==> config.mk <==
export PLATFORM = sky130hd
export DESIGN_NAME = xy_point_display_io_controller
export DESIGN_NICKNAME = d
export VERILOG_FILES = /design/src/rtl/xypd_pkg.sv /design/src/rtl/xypd_core.sv /design/src/rtl/xy_point_display_io_controller.sv
export SDC_FILE = /design/constraint.sdc
export NUM_CORES = 1
export LEC_CHECK = 0
export BUFFER_PORTS_ARGS = -buffer_cell sky130_fd_sc_hd__buf_2
export CAP_MARGIN = 20
export CELL_PAD_IN_SITES_DETAIL_PLACEMENT = 1
export CELL_PAD_IN_SITES_GLOBAL_PLACEMENT = 2
export CORE_MARGIN = 8
export CORE_UTILIZATION = 40
export CTS_BUF_LIST = sky130_fd_sc_hd__clkbuf_4 sky130_fd_sc_hd__clkbuf_8
export CTS_CLUSTER_SIZE = 30
export DETAILED_ROUTE_END_ITERATION = 7
export GPL_TIMING_DRIVEN = 0
export PLACE_DENSITY = 0.8
export RECOVER_POWER = 100
export SETUP_SLACK_MARGIN = 0.4
export SLEW_MARGIN = 20
export SYNTH_ARGS = -nofsm -noshare
export SYNTH_HDL_FRONTEND = slang
export SYNTH_HIERARCHICAL = 1
export SYNTH_SLANG_ARGS = --single-unit
==> constraint.sdc <==
create_clock -name clk -period 9.5 [get_ports clk]
set_clock_uncertainty 0.2 [all_clocks]
set_input_delay 0.95 -clock clk [delete_from_list [all_inputs] [get_ports clk]]
set_output_delay 0.95 -clock clk [all_outputs]
set_load 0.01 [all_outputs]
==> src/rtl/xypd_pkg.sv <==
// ----------------------------------------------------------------------------
// xypd_pkg
// Shared types and opcode constants of the point display I/O controller.
// ----------------------------------------------------------------------------
`default_nettype none

package xypd_pkg;

	// Model A opcodes, device code 05
	localparam logic [11:0] OP_A_CLR_ALL  = 12'o6050;
	localparam logic [11:0] OP_A_CLR_DONE = 12'o6051;
	localparam logic [11:0] OP_A_SKIP     = 12'o6052;
	localparam logic [11:0] OP_A_LOAD_X   = 12'o6053;
	localparam logic [11:0] OP_A_LOAD_Y   = 12'o6054;
	localparam logic [11:0] OP_A_INTENS   = 12'o6055;
	localparam logic [11:0] OP_A_LOAD_EN  = 12'o6056;
	localparam logic [11:0] OP_A_READ_ST  = 12'o6057;

	// Model B device codes (opcode bits 11..3)
	localparam logic [8:0] DEV_B_X      = 9'o605;
	localparam logic [8:0] DEV_B_Y      = 9'o606;
	localparam logic [8:0] DEV_B_BRIGHT = 9'o607;

	// Flags register layout
	localparam int FL_W        = 7;
	localparam int FL_EN_W     = 6;
	localparam int FL_DONE_BIT = 6;
	localparam int FL_IE_BIT   = 0;
	localparam int FL_CO_BIT   = 2;

	// Shade codes
	localparam logic [2:0] SHADE_GREEN = 3'd4;
	localparam logic [2:0] SHADE_RED   = 3'd5;

	localparam logic [1:0] BRIGHT_RESET = 2'd3;

	localparam logic CMD_EXEC  = 1'b0;
	localparam logic CMD_ERASE = 1'b1;

	typedef struct packed {
		logic        cmd;
		logic [11:0] opcode;
		logic [11:0] acc_in;
		logic        link_in;
	} item_t;

	typedef struct packed {
		logic [11:0] acc_out;
		logic        link_out;
		logic        skip;
		logic        unsupported;
		logic        point_valid;
		logic [9:0]  point_x;
		logic [9:0]  point_y;
		logic [2:0]  point_shade;
		logic        irq;
	} result_t;

endpackage

`default_nettype wire

==> src/rtl/xypd_core.sv <==
// ----------------------------------------------------------------------------
// xypd_core
// Controller state and instruction decode: computes the result of one item
// and commits the state update when the item is stepped.
// ----------------------------------------------------------------------------
`default_nettype none

module xypd_core #(
	parameter int COORD_RANGE = 1024
) (
	input  wire                   clk,
	input  wire                   arst_n,
	input  wire                   model_b,
	input  wire                   step_en,
	input  xypd_pkg::item_t       item,
	output xypd_pkg::result_t     result
);

	// coordinate range is a power of two: wrap is a mask
	localparam int CW   = $clog2(COORD_RANGE);
	localparam int XW   = (CW > 10) ? CW : 10;
	localparam logic [CW-1:0] HALF = CW'(COORD_RANGE / 2);

	logic [xypd_pkg::FL_W-1:0] flags_q, flags_d;
	logic [CW-1:0]             x_buf_q, x_buf_d;
	logic [CW-1:0]             y_buf_q, y_buf_d;
	logic [1:0]                bright_q, bright_d;

	logic [11:0]   acc;
	logic          skip;
	logic          unsup;
	logic          pv;
	logic [2:0]    shade;
	logic [8:0]    dev;
	logic [2:0]    fn;
	logic [CW-1:0] acc_wrap;
	logic [CW-1:0] buf_tmp;
	logic [XW-1:0] x_ext;
	logic [XW-1:0] y_ext;

	assign dev      = item.opcode[11:3];
	assign fn       = item.opcode[2:0];
	assign acc_wrap = CW'(item.acc_in);

	always_comb begin
		flags_d  = flags_q;
		x_buf_d  = x_buf_q;
		y_buf_d  = y_buf_q;
		bright_d = bright_q;
		acc      = item.acc_in;
		skip     = 1'b0;
		unsup    = 1'b0;
		pv       = 1'b0;
		shade    = 3'd0;
		buf_tmp  = '0;
		if (item.cmd == xypd_pkg::CMD_ERASE) begin
			flags_d[xypd_pkg::FL_DONE_BIT] = 1'b1;
		end else if (!model_b) begin
			case (item.opcode)
				xypd_pkg::OP_A_CLR_ALL: begin
					flags_d = '0;
				end
				xypd_pkg::OP_A_CLR_DONE: begin
					flags_d[xypd_pkg::FL_DONE_BIT] = 1'b0;
				end
				xypd_pkg::OP_A_SKIP: begin
					skip = flags_q[xypd_pkg::FL_DONE_BIT];
				end
				xypd_pkg::OP_A_LOAD_X: begin
					x_buf_d = acc_wrap + HALF;
					flags_d[xypd_pkg::FL_DONE_BIT] = 1'b1;
				end
				xypd_pkg::OP_A_LOAD_Y: begin
					y_buf_d = acc_wrap + HALF;
					flags_d[xypd_pkg::FL_DONE_BIT] = 1'b1;
				end
				xypd_pkg::OP_A_INTENS: begin
					pv    = 1'b1;
					shade = flags_q[xypd_pkg::FL_CO_BIT] ? xypd_pkg::SHADE_RED
						: xypd_pkg::SHADE_GREEN;
				end
				xypd_pkg::OP_A_LOAD_EN: begin
					flags_d = {flags_q[xypd_pkg::FL_DONE_BIT],
						item.acc_in[xypd_pkg::FL_EN_W-1:0]};
					acc = '0;
				end
				xypd_pkg::OP_A_READ_ST: begin
					// done at bit 11, enables at 5..0
					acc = {flags_q[xypd_pkg::FL_DONE_BIT], 5'b0,
						flags_q[xypd_pkg::FL_EN_W-1:0]};
				end
				default: begin
					unsup = 1'b1;
				end
			endcase
		end else begin
			if (dev inside {xypd_pkg::DEV_B_X, xypd_pkg::DEV_B_Y} && fn != 3'd0) begin
				// clear, then OR, then intensify
				buf_tmp = (dev == xypd_pkg::DEV_B_Y) ? y_buf_q : x_buf_q;
				if (fn[0]) begin
					buf_tmp = '0;
				end
				if (fn[1]) begin
					buf_tmp = buf_tmp | acc_wrap;
				end
				if (fn[2]) begin
					pv    = 1'b1;
					shade = {1'b0, bright_q};
				end
				if (dev == xypd_pkg::DEV_B_Y) begin
					y_buf_d = buf_tmp;
				end else begin
					x_buf_d = buf_tmp;
				end
			end else if (dev == xypd_pkg::DEV_B_BRIGHT && fn[2]) begin
				bright_d = fn[1:0];
			end else begin
				unsup = 1'b1;
			end
		end
	end

	assign x_ext = XW'(x_buf_d);
	assign y_ext = XW'(y_buf_d);

	always_comb begin
		result.acc_out     = acc;
		result.link_out    = item.link_in;
		result.skip        = skip;
		result.unsupported = unsup;
		result.point_valid = pv;
		result.point_x     = pv ? x_ext[9:0] : 10'd0;
		result.point_y     = pv ? y_ext[9:0] : 10'd0;
		result.point_shade = pv ? shade : 3'd0;
		result.irq         = flags_d[xypd_pkg::FL_DONE_BIT] & flags_d[xypd_pkg::FL_IE_BIT];
	end

	always_ff @(posedge clk or negedge arst_n) begin
		if (!arst_n) begin
			flags_q  <= '0;
			x_buf_q  <= '0;
			y_buf_q  <= '0;
			bright_q <= xypd_pkg::BRIGHT_RESET;
		end else if (step_en) begin
			flags_q  <= flags_d;
			x_buf_q  <= x_buf_d;
			y_buf_q  <= y_buf_d;
			bright_q <= bright_d;
		end
	end

endmodule

`default_nettype wire

==> src/rtl/xy_point_display_io_controller.sv <==
// ----------------------------------------------------------------------------
// xy_point_display_io_controller
// Register interface of a point-plotting display controller, models A and B.
// ----------------------------------------------------------------------------
// Each item is either an I/O instruction (opcode, accumulator, link) or an
// erase-finished event from the host, and gives exactly one result item:
// returned accumulator and link, skip, unsupported flag, an optional point
// (x, y, shade) and the interrupt request. device_model picks the opcode set
// (0 = model A, 1 = model B) and must only be written while the block is
// idle; cfg_ready is always high. Throughput is one item per clock while
// out_stall is low: the item sits in an input register, the decode and
// state update (X/Y buffers, flags, brightness) happen in one short
// combinational step, and the result lands in an output register that
// drives out_valid. in_stall rises only while both registers are full and the sink
// holds out_stall. COORD_RANGE must be a power of two (64..4096); the
// buffers are log2(COORD_RANGE) bits wide and the point fields show their
// low 10 bits.
// ----------------------------------------------------------------------------
`default_nettype none

module xy_point_display_io_controller #(
	parameter int COORD_RANGE = 1024
) (
	input  wire         clk,
	input  wire         arst_n,

	// configuration
	input  wire         cfg_valid,
	output logic        cfg_ready,
	input  wire         device_model,

	// input item channel
	input  wire         in_valid,
	output logic        in_stall,
	input  wire         cmd,
	input  wire  [11:0] opcode,
	input  wire  [11:0] acc_in,
	input  wire         link_in,

	// result item channel
	output logic        out_valid,
	input  wire         out_stall,
	output logic [11:0] acc_out,
	output logic        link_out,
	output logic        skip,
	output logic        unsupported,
	output logic        point_valid,
	output logic [9:0]  point_x,
	output logic [9:0]  point_y,
	output logic [2:0]  point_shade,
	output logic        irq
);

	logic               model_q;
	logic               valid_s1;
	xypd_pkg::item_t    item_s1;
	logic               valid_s2;
	xypd_pkg::result_t  res_s2;
	xypd_pkg::result_t  result;
	logic               advance;
	logic               in_take;

	// config register, always ready
	assign cfg_ready = 1'b1;

	always_ff @(posedge clk or negedge arst_n) begin
		if (!arst_n) begin
			model_q <= 1'b0;
		end else if (cfg_valid && cfg_ready) begin
			model_q <= device_model;
		end
	end

	// item moves from input reg to result reg when the result reg is free
	// or is being drained this cycle
	assign advance  = valid_s1 && (!valid_s2 || !out_stall);
	assign in_stall = valid_s1 && !advance;
	assign in_take  = in_valid && !in_stall;

	always_ff @(posedge clk or negedge arst_n) begin
		if (!arst_n) begin
			valid_s1 <= 1'b0;
		end else if (in_take) begin
			valid_s1 <= 1'b1;
		end else if (advance) begin
			valid_s1 <= 1'b0;
		end
	end

	always_ff @(posedge clk) begin
		if (in_take) begin
			item_s1.cmd     <= cmd;
			item_s1.opcode  <= opcode;
			item_s1.acc_in  <= acc_in;
			item_s1.link_in <= link_in;
		end
	end

	// decode and state; state commits on advance
	xypd_core #(
		.COORD_RANGE (COORD_RANGE)
	) u_core (
		.clk     (clk),
		.arst_n  (arst_n),
		.model_b (model_q),
		.step_en (advance),
		.item    (item_s1),
		.result  (result)
	);

	// result register
	always_ff @(posedge clk or negedge arst_n) begin
		if (!arst_n) begin
			valid_s2 <= 1'b0;
		end else if (advance) begin
			valid_s2 <= 1'b1;
		end else if (!out_stall) begin
			valid_s2 <= 1'b0;
		end
	end

	always_ff @(posedge clk) begin
		if (advance) begin
			res_s2 <= result;
		end
	end

	assign out_valid   = valid_s2;
	assign acc_out     = res_s2.acc_out;
	assign link_out    = res_s2.link_out;
	assign skip        = res_s2.skip;
	assign unsupported = res_s2.unsupported;
	assign point_valid = res_s2.point_valid;
	assign point_x     = res_s2.point_x;
	assign point_y     = res_s2.point_y;
	assign point_shade = res_s2.point_shade;
	assign irq         = res_s2.irq;

endmodule

`default_nettype wire

==> results.py, run 1 <==
metrics = {
    "outcome": {
        "status": "finished, violations left",
        "violations": "max-capacitance violations, max-slew violations",
    },
    "clock_network": {
        "cts_resized": 0,
        "clk_pin_slew_ns": 0.09,
        "clkLatencyLatePin_ns": 0.38,
        "cts.htree.levels": 3,
        "cts_root_buf": "clkbuf_8",
        "cts_made_buffers": 9,
        "clock_sinks": 98,
        "clk_path_buf_depth": 2,
        "cts_setup_buffers": 0,
        "ctsHoldBuffers": 0,
        "cts_tree": "built",
    },
    "detailed_routing": {
        "via_count": 3184,
        "via_per_inst": 5.490,
        "drc": 0,
        "routedWlPerCell_um": 20.08,
        "totalWireLength_um": 11650,
        "drt_iter0_markers": 181,
        "ant_nets": 0,
        "dr.pass1.iters": 4,
    },
    "grt": {
        "overflow": 0,
        "grt_max_degree": 33,
        "grt_pass1_wl_um": 18460,
        "grtUsageTotal_pct": 16.62,
        "grt_pass1_vias": 3388,
        "antenna_found_initial": 0,
    },
    "final_layout": {
        "layout.nets": 467,
        "post-route-util_pct": 46.63,
        "synthToLayoutAreaGrowth_pct": 15.09,
        "finalInstanceArea_um2": 5011,
        "layout-drive-gt1-share_pct": 15.00,
        "final_common_cell": "edfxtp_1",
        "layout.cells.non_filler": 580,
        "antenna_cells": 0,
        "mostFrequentLayoutCells": "edfxtp_1, clkbuf_1, nand2_1, dfrtp_1, buf_2",
    },
    "sta": {
        "finalCritPeriodShare_pct": 55.16,
        "fmax_mhz": 190.8,
        "setup_tns_ns": 0,
        "finalHoldViolations": 0,
        "slew_violations": 78,
        "setup_viol": 0,
        "relSlewSlack_pct": -92.83,
        "fin_crit_ns": 5.240,
        "rsz0062_at_grt": "no",
        "timing.hold.ws_ns": 0.3018,
        "tightest_slew_ns": 2.867,
    },
    "placed_design": {
        "dpl_cell_area_um2": 4941,
        "port_buffers": 73,
        "post-place-cells": 564,
        "routabilityCongestion": 0.8412,
        "detailed_place_hpwl_um": 8335,
    },
    "floorplan": {
        "row_count": 38,
        "coreArea_um2": 10750,
        "dieArea_um2": 14480,
        "die_h_um": 120.3,
        "start_util_pct": 40.52,
        "ios": 75,
        "die_w_um": 120.3,
    },
    "power_and_ir_drop": {
        "p_per_area_nw_per_um2": 170.6,
        "switchingPower_uw": 212.7,
        "power_frac_seq_pct": 58.3,
        "pwr-share-comb_pct": 9.0,
        "internal_power_uw": 641.9,
        "clock_power_share_pct": 32.7,
        "p_leak_uw": 0.001801,
        "swShare_pct": 24.89,
        "ir_worst_vdd_uv": 87.76,
    },
    "yosys": {
        "ys_seq_area_share_pct": 63.97,
        "ys_async_sr_fraction_pct": 32.65,
        "syn-num-nets": 382,
        "synth_edf_count": 66,
        "synth.avg_cell_area_um2": 12.44,
        "yosysWarnings": 6,
        "yosysUniqueCellTypes": 56,
        "synth_ff_type": "edfxtp_1",
        "synth.cell_area_um2": 4354,
        "ys_seq_elements": 98,
        "netlist_instances": 350,
    },
    "critical_path": {
        "reg2reg_slack_ns": 4.47,
        "cp-start-kind": "input port",
        "worstPathArrival_ns": 5.36,
        "endpoint_kind": "flip-flop",
        "path_class": "in -> reg",
        "path_max_fanout": 17,
        "required_ns": 9.62,
    },
    "job": {
        "drv_cap": 3,
    },
    "min_path": {
        "hp-class": "reg -> reg",
    },
}
## cells by family (layout without fill, tap and decap cells)
logic type | after synthesis | in the layout | share of synthesized area [%]
flip-flops | 98 | 98 | 63.97
multiplexers | 3 | 3 | 0.7758
buffers and inverters | 36 | 126 | 4.195
AND/OR/NAND/NOR | 111 | 111 | 14.51
AO/OA/AOI/OAI | 101 | 101 | 16.47
other | 1 | 1 | 0.08612
## stage by stage
| stage | setup WS, ns | power, uW |
|---|---|---|
| detailed placement | 5.942 | 592.5 |
| finish | 4.260 | 854.7 |
| global placement | 1.892 | 588.1 |
| global route | 3.843 | 894.1 |
| CTS | 6.221 | 876.7 |
| floorplan | 3.742 | 549.3 |
## power by group through the flow
stage                     sequential [uW]  clock, uW  combinational (uW)
final                                 498        280                77.3
after CTS                             497        293                86.5
after global routing                  501        307                86.3
after global placement                507          0                80.7
after detailed placement              506          0                86.4
after floorplan                       510          0                39.5
## critical path: stages
cell and delay (ns):
clkbuf_1 0.10, a21boi_0 2.10, clkbuf_1 0.48, nand3_1 0.14, or4_1 0.47, clkbuf_1 0.20, nor4_1 0.67, a22o_1 0.23
## final timing paths
kind,from,endpoint,cells past startpoint
worst max register to register,out_valid,u_core/flags_q[1],7
worst min register to register,valid_s1,out_valid,1
worst min-delay path,valid_s1,out_valid,1
min in group asynchronous,arst_n,model_q,1
worst max-delay path,out_stall,u_core/flags_q[1],8
max in group asynchronous,arst_n,u_core/flags_q[2],1
## state kept, by name, indices dropped and copies added (netlist names)
name / cells
skip: 1
u_core/x_buf_q: 10
out_valid: 1
point_valid: 1
u_core/y_buf_q: 10
point_y: 10
irq: 1
acc_out: 12
valid_s1: 1
point_shade: 3
link_out: 1
point_x: 10
u_core/flags_q: 7
model_q: 1
u_core/bright_q: 2
item_s1: 26
unsupported: 1
## cells in the mapped netlist, drive strengths merged (3+ instances only)
library cell / number / area (um^2)
inv: 9 / 33.78
o21ai: 14 / 70.07
clkbuf: 15 / 58.81
o2bb2ai: 10 / 87.58
mux2: 3 / 33.78
nor4: 5 / 61.31
and2: 7 / 46.30
a22oi: 18 / 135.1
or4: 3 / 26.27
a2bb2oi: 5 / 43.79
nand3: 12 / 65.06
o31ai: 3 / 22.52
nor2: 19 / 71.32
nand2b: 6 / 45.04
a22o: 15 / 131.4
nor3: 6 / 35.03
buf: 12 / 90.08
nand2: 31 / 116.4
nor2b: 6 / 37.54
edfxtp: 66 / 1982
nand4: 4 / 25.02
dfrtp: 30 / 750.7
a21oi: 20 / 100.1
## layout make-up
class	count	area [um^2]
well taps	140	175.2
flip-flops and latches	98	2785
plain buffers	27	136.4
clock inverters	5	63.81
clock buffers	11	145.1
fillers	1179	5734
repair buffers	74	314.1
inverters	9	33.78
multi-input cells	216	1358
## per-layer routing
metal | GRT usage (%) | routed length, um
met4 | 7.416 | 223
met1 | 21.29 | 5388
met2 | 26.48 | 5488
met3 | 3.776 | 547
met5 | 0 | 0
No activity file was read; power rests on OpenSTA's default activity.
==> run 2: changes to the inputs <==
--- a/config.mk
+++ b/config.mk
@@ -5,17 +5,18 @@
 export SDC_FILE = /design/constraint.sdc
 export NUM_CORES = 1
 export LEC_CHECK = 0
+export ABC_AREA = 1
 export BUFFER_PORTS_ARGS = -buffer_cell sky130_fd_sc_hd__buf_2
 export CAP_MARGIN = 20
 export CELL_PAD_IN_SITES_DETAIL_PLACEMENT = 1
 export CELL_PAD_IN_SITES_GLOBAL_PLACEMENT = 2
 export CORE_MARGIN = 8
-export CORE_UTILIZATION = 40
+export CORE_UTILIZATION = 32
 export CTS_BUF_LIST = sky130_fd_sc_hd__clkbuf_4 sky130_fd_sc_hd__clkbuf_8
 export CTS_CLUSTER_SIZE = 30
 export DETAILED_ROUTE_END_ITERATION = 7
 export GPL_TIMING_DRIVEN = 0
-export PLACE_DENSITY = 0.8
+export PLACE_DENSITY = 0.75
 export RECOVER_POWER = 100
 export SETUP_SLACK_MARGIN = 0.4
 export SLEW_MARGIN = 20
==> constraint.sdc (replaced) <==
create_clock -name clk -period 4.8 [get_ports clk]
set_clock_uncertainty 0.2 [all_clocks]
set_input_delay 0.48 -clock clk [delete_from_list [all_inputs] [get_ports clk]]
set_output_delay 0.48 -clock clk [all_outputs]
set_load 0.01 [all_outputs]
==> results.py, run 2 <==
metrics = {
    "clock_network": {
        "clk_path_buf_depth": 2,
        "cts_tree": "built",
        "cts.htree.levels": 3,
        "clock_sinks": 98,
        "ctsHoldBuffers": 0,
        "cts_made_buffers": 9,
        "clk_pin_slew_ns": 0.10,
        "cts_setup_buffers": 0,
        "clkLatencyLatePin_ns": 0.38,
        "cts_root_buf": "clkbuf_8",
        "cts_resized": 0,
    },
    "final_layout": {
        "finalInstanceArea_um2": 5768,
        "n_fill_cell": 1891,
        "top_register": "item_s1",
        "antenna_cells": 0,
        "post-route-util_pct": 37.80,
        "seq_area_um2": 2785,
        "layout.nets": 714,
        "final_common_cell": "nand2_1",
        "layout-drive-gt1-share_pct": 9.898,
        "largest_reg_flops": 26,
        "multiInputGateArea_um2": 1803,
        "synthToLayoutAreaGrowth_pct": 15.31,
        "mostFrequentLayoutCells": "nand2_1, nand3_1, edfxtp_1, clkbuf_1, a21oi_1",
    },
    "sta": {
        "slew_violations": 33,
        "finalHoldViolations": 0,
        "rsz0062_at_grt": "no",
        "finalCritPeriodShare_pct": 69.17,
        "fmax_mhz": 301.2,
        "tightest_slew_ns": 2.027,
        "setup_tns_ns": 0,
        "fin_crit_ns": 3.320,
        "setup_viol": 0,
        "relSlewSlack_pct": -35.15,
    },
    "placed_design": {
        "port_buffers": 73,
        "dpl_cell_area_um2": 5698,
        "detailed_place_hpwl_um": 11460,
        "routabilityCongestion": 0.8336,
    },
    "critical_path": {
        "crit_family": "buffers and inverters",
        "critPathMaxStageDelay_ns": 1.05,
        "required_ns": 4.87,
        "endpoint_kind": "flip-flop",
        "slowest_stage": "clkbuf_1",
        "cp-start-kind": "flip-flop",
        "path_class": "reg -> reg",
        "path_buf_inv": 3,
        "crit_chain": "a21oi_1 -> clkbuf_1 -> inv_1 -> clkbuf_1 -> nand2_1 -> nand2_1",
        "worstPathArrival_ns": 3.39,
        "path_max_fanout": 25,
    },
    "yosys": {
        "yosysUniqueCellTypes": 32,
        "synthAdderAreaFrac_pct": 0,
        "synthTopCellsByArea": "edfxtp_1, nand2_1, dfrtp_1, nand3_1, a21oi_1",
        "synth_ff_type": "edfxtp_1",
        "synth.cell_area_um2": 5002,
        "synthMostInstantiatedCell": "nand2_1",
        "ys_seq_area_share_pct": 55.68,
        "yosysTopAreaCellShare_pct": 39.62,
        "syn-num-nets": 627,
        "synth_edf_count": 66,
        "synth-simple-area-share_pct": 28.14,
        "synth_xor_area_share_pct": 0,
        "netlist_instances": 595,
        "synthMuxAreaShare_pct": 0,
        "synth_top_family_by_area": "simple AND/OR/NAND/NOR gates",
        "synthTopCellsByCount": "nand2_1, edfxtp_1, nand3_1",
        "yosysWarnings": 6,
        "ys_seq_elements": 98,
        "synth.avg_cell_area_um2": 8.407,
        "synth_compound_area_share_pct": 8.479,
        "yosys.area.top_type": "edfxtp_1",
        "ys_async_sr_fraction_pct": 32.65,
    },
    "grt": {
        "overflow": 0,
        "grt_pass1_wl_um": 24590,
        "grt_pass1_vias": 4473,
        "grtUsageTotal_pct": 15.99,
        "antenna_found_initial": 0,
        "grt_max_degree": 33,
    },
    "floorplan": {
        "die_w_um": 141.0,
        "start_util_pct": 32.78,
        "row_count": 45,
        "die_h_um": 141.0,
        "ios": 75,
        "coreArea_um2": 15260,
        "dieArea_um2": 19890,
    },
    "detailed_routing": {
        "wl_met3_um": 544,
        "routed.top_layer": "met4",
        "drc": 0,
        "totalWireLength_um": 15420,
        "dr_wl_met2_um": 7060,
        "via_count": 4224,
        "routedWlPerCell_um": 17.17,
        "drt_iter0_markers": 241,
        "dr.pass1.iters": 5,
        "via_per_inst": 4.704,
        "wl_met1_um": 7596,
        "ant_nets": 0,
    },
    "power_and_ir_drop": {
        "p_per_area_nw_per_um2": 312.0,
        "p_leak_uw": 0.002474,
        "ir_worst_vdd_uv": 115.6,
        "total_power_uw": 1799,
    },
    "min_path": {
        "hp-class": "in -> reg",
    },
    "outcome": {
        "violations": "max-capacitance violations, max-slew violations",
        "status": "finished, violations left",
    },
    "job": {
        "drv_cap": 1,
    },
}
[run 2: changes by cell type after synthesis, sizes merged, moves of 8 or more]
cell / before / now
nand2: 31 / 228
nand3: 12 / 67
inv: 9 / 55
a21oi: 20 / 53
a22oi: 18 / 0
a22o: 15 / 0
o2bb2ai: 10 / 0
a21boi: 2 / 10
[run 2: worst reg2reg max path: stages, from the launching register on]
cell and delay, ns:
dfrtp_1 0.42, a21oi_1 0.61, clkbuf_1 1.06, inv_1 0.27
clkbuf_1 0.43, nand2_1 0.17, nand2_1 0.06
[run 2: report_power, final]
group	leakage (uW)	switching (uW)	internal, uW
sequential	0.00106	34.8	959
clock	0.000118	298	321
combinational	0.00129	136	49.8
total	0.00247	470	1330
[run 2: path summary, 6_finish.rpt]
kind | startpoint | to | slack [ns] | depth (start not counted)
max | out_valid | u_core/x_buf_q[1] | 1.48 | 6
min | acc_in[9] | item_s1[10] | 0.07 | 1
max reg2reg | out_valid | u_core/x_buf_q[1] | 1.48 | 6
min reg2reg | valid_s1 | out_valid | 0.30 | 2
max in group asynchronous | arst_n | model_q | 2.78 | 1
min in group asynchronous | arst_n | u_core/y_buf_q[3] | 0.47 | 1
[run 2: kinds of logic (layout without fill, tap and decap cells)]
family	Yosys count	count (layout)
buf+inv	87	179
compound gates	75	75
flops	98	98
other cells	1	1
simple gates	334	334
[run 2: cell type report]
| cell class | instances | share of cell area [%] |
|---|---|---|
| Clock inverter | 4 | 1.280 |
| Clock buffer | 12 | 2.646 |
| Sequential cell | 98 | 48.29 |
| Multi-Input combinational cell | 410 | 31.26 |
| Timing Repair Buffer | 76 | 5.597 |
| Inverter | 57 | 3.709 |
| Tap cell | 211 | 4.577 |
| Buffer | 30 | 2.646 |
[run 2: layer usage]
metal	up-vias	GRT usage, %
li1	2116	-
met1	2012	21.56
met2	84	25.52
met3	12	2.363
met4	0	5.826
met5	-	0
[run 2: metrics by stage]
stage / hold WS (ns) / setup slack (ns) / std cells
4_1_cts: 0.01366 / 2.259 / 897
3_5_place_dp: 0.2786 / 2.271 / 881
3_3_place_gp: 0.2681 / -0.7461 / 879
2_1_floorplan: -0.01559 / 1.098 / 595
5_1_grt: 0.04798 / 1.066 / 898
6_report: 0.07074 / 1.480 / 898
==> run 3: changes to the inputs <==
--- a/config.mk
+++ b/config.mk
@@ -5,18 +5,18 @@
 export SDC_FILE = /design/constraint.sdc
 export NUM_CORES = 1
 export LEC_CHECK = 0
-export ABC_AREA = 1
+export ABC_AREA = 0
 export BUFFER_PORTS_ARGS = -buffer_cell sky130_fd_sc_hd__buf_2
 export CAP_MARGIN = 20
 export CELL_PAD_IN_SITES_DETAIL_PLACEMENT = 1
 export CELL_PAD_IN_SITES_GLOBAL_PLACEMENT = 2
 export CORE_MARGIN = 8
-export CORE_UTILIZATION = 32
+export CORE_UTILIZATION = 39
 export CTS_BUF_LIST = sky130_fd_sc_hd__clkbuf_4 sky130_fd_sc_hd__clkbuf_8
 export CTS_CLUSTER_SIZE = 30
 export DETAILED_ROUTE_END_ITERATION = 7
 export GPL_TIMING_DRIVEN = 0
-export PLACE_DENSITY = 0.75
+export PLACE_DENSITY = 0.78
 export RECOVER_POWER = 100
 export SETUP_SLACK_MARGIN = 0.4
 export SLEW_MARGIN = 20
==> constraint.sdc (replaced) <==
create_clock -name clk -period 3.3 [get_ports clk]
set_clock_uncertainty 0.2 [all_clocks]
set_input_delay 0.33 -clock clk [delete_from_list [all_inputs] [get_ports clk]]
set_output_delay 0.33 -clock clk [all_outputs]
set_load 0.01 [all_outputs]
==> results.py, run 3 (synthesis results as in run 1) <==
metrics = {
    "grt": {
        "grt_pass1_wl_um": 19200,
        "grtUsageTotal_pct": 17.17,
        "overflow": 0,
        "grt_max_degree": 33,
        "antenna_found_initial": 0,
        "grt_pass1_vias": 3434,
    },
    "floorplan": {
        "ios": 75,
        "die_h_um": 121.7,
        "die_w_um": 121.7,
        "coreArea_um2": 10890,
        "dieArea_um2": 14800,
        "start_util_pct": 39.99,
        "row_count": 38,
    },
    "critical_path": {
        "path_class": "reg -> reg",
        "slowest_stage": "or4b_1",
        "rr_worst_depth": 8,
        "r2r-start": "model_q",
        "r2r-end": "u_core/y_buf_q[6]",
        "worstPathArrival_ns": 3.05,
        "required_ns": 3.35,
        "path_max_fanout": 10,
        "cp-start-kind": "flip-flop",
        "endpoint_kind": "flip-flop",
        "critPathMostFrequentCell": "buf_6",
        "critPathMaxStageDelay_ns": 0.68,
        "crit_chain": "clkbuf_1 -> or4b_1 -> or4_1 -> and2_0 -> buf_6 -> nand2b_4 -> buf_6 -> o2bb2ai_1",
        "reg2reg_slack_ns": 0.30,
    },
    "final_layout": {
        "mostFrequentLayoutCells": "edfxtp_1, clkbuf_1, buf_2, nand2_1",
        "layout-drive-gt1-share_pct": 15.07,
        "antenna_cells": 0,
        "layout.nets": 498,
        "final_common_cell": "edfxtp_1",
        "finalInstanceArea_um2": 5371,
        "largest_reg_flops": 26,
        "top_register": "item_s1",
        "synthToLayoutAreaGrowth_pct": 23.36,
    },
    "min_path": {
        "hp-class": "in -> reg",
        "min_to": "out_valid",
        "whs_path_depth": 2,
        "worstHoldStart": "out_stall",
    },
    "detailed_routing": {
        "totalWireLength_um": 12290,
        "via_per_inst": 5.399,
        "drc": 0,
        "dr.pass1.iters": 5,
        "drt_iter0_markers": 193,
        "ant_nets": 0,
        "routedWlPerCell_um": 20.11,
        "via_count": 3299,
    },
    "sta": {
        "rsz0062_at_grt": "yes",
        "setup_viol": 0,
        "tightest_slew_ns": 1.981,
        "timing.hold.ws_ns": -0.01048,
        "slew_violations": 60,
        "finalCritPeriodShare_pct": 91.01,
        "finalHoldViolations": 1,
        "fmax_mhz": 333.0,
        "relSlewSlack_pct": -32.07,
        "fin_crit_ns": 3.003,
    },
    "power_and_ir_drop": {
        "ir_worst_vdd_uv": 298.6,
        "p_per_area_nw_per_um2": 457.4,
        "total_power_uw": 2457,
        "p_leak_uw": 0.001966,
    },
    "clock_network": {
        "cts_made_buffers": 9,
        "clk_pin_slew_ns": 0.09,
        "clk_path_buf_depth": 2,
        "clkLatencyLatePin_ns": 0.38,
        "clock_sinks": 98,
        "cts.htree.levels": 3,
        "cts_tree": "built",
        "cts_root_buf": "clkbuf_8",
    },
    "placed_design": {
        "port_buffers": 73,
        "routabilityCongestion": 0.8266,
        "detailed_place_hpwl_um": 8494,
        "dpl_cell_area_um2": 4941,
    },
    "outcome": {
        "status": "finished, violations left",
        "violations": "negative hold slack, max-capacitance violations, max-slew violations",
    },
    "job": {
        "drv_cap": 2,
    },
}
[run 3: changes by cell type in the layout (fill, tap and decap cells not counted), moves of 5 or more]
cell,before,now
dlygate4sd3_1,0,30
o2bb2ai_1,0,10
nand3_1,67,12
o21ai_0,9,14
nand2_1,225,31
inv_1,52,9
a21oi_1,53,20
a22o_1,0,15
nor2_1,25,19
a21boi_1,8,0
nor2b_1,0,6
nand2b_1,0,5
a22oi_1,0,18
a2bb2oi_1,0,5
[run 3: worst max-delay path by stage]
stage	from	endpoint	slack, ns	depth (start not counted)
2_1_floorplan	out_valid	u_core/flags_q[1]	0.48	7
3_3_place_gp	out_stall	u_core/flags_q[2]	-0.08	8
3_5_place_dp	item_s1[20]	acc_out[11]	0.001	7
4_1_cts	model_q	point_y[3]	0.46	5
5_1_grt	item_s1[20]	acc_out[3]	0.21	7
6_report	model_q	u_core/y_buf_q[6]	0.30	8
[run 3: critical path: cells and delay by family (launching register included)]
family,cells,cell delay [ns]
AOI/OAI and AO/OA,1,0.13
DFF,1,0.39
buffers and inverters,3,0.53
and+or+nand+nor,4,1.63
[run 3: layout make-up]
type	instances	area (um^2)
clock buffers	10	131.4
clock inverters	6	56.30
inverters	9	33.78
flip-flops and latches	98	2785
plain buffers	27	145.1
repair buffers	105	643.1
fillers	1171	5517
well taps	140	175.2
multi-input cells	216	1401
[run 3: metal layers]
layer	share of wire (%)	track usage [%]	up-vias
li1	-	-	1561
met1	42	20.30	1647
met2	51	29.78	78
met3	5.9	5.368	13
met4	1.0	4.163	0
met5	0	0	-
[run 3: report_power, final]
part / leakage, uW / total [uW] / internal (uW) / switching [uW]
Sequential: 0.00106 / 1430 / 1390 / 40.5
Combinational: 0.000802 / 264 / 101 / 163
Clock: 0.0000989 / 761 / 354 / 407
Total: 0.00197 / 2460 / 1850 / 611
[run 3: repair_timing]
item                                    4_1_cts  5_1_grt
setup buffers                                 1        0
hold buffers                                 30        0
gates cloned                                  0        0
endpoints found under the setup margin       17       13
gates resized for setup                       2        2
pin swaps                                     1        0
endpoints found under the hold margin        58        0
[run 3: stage by stage]
step / util [%] / instances / setup WS, ns / hold slack, ns / setup TNS, ns
finish: 49.33 / 611 / 0.2968 / -0.01048 / 0
floorplan: - / 350 / 0.4848 / -0.1656 / 0
global placement: 45.06 / 563 / -0.07731 / 0.2596 / -0.3725
global route: 49.33 / 611 / 0.2098 / -0.02735 / 0
CTS: 50.03 / 611 / 0.4567 / 0.01969 / 0
detailed placement: 45.38 / 564 / 0.001020 / 0.2770 / 0
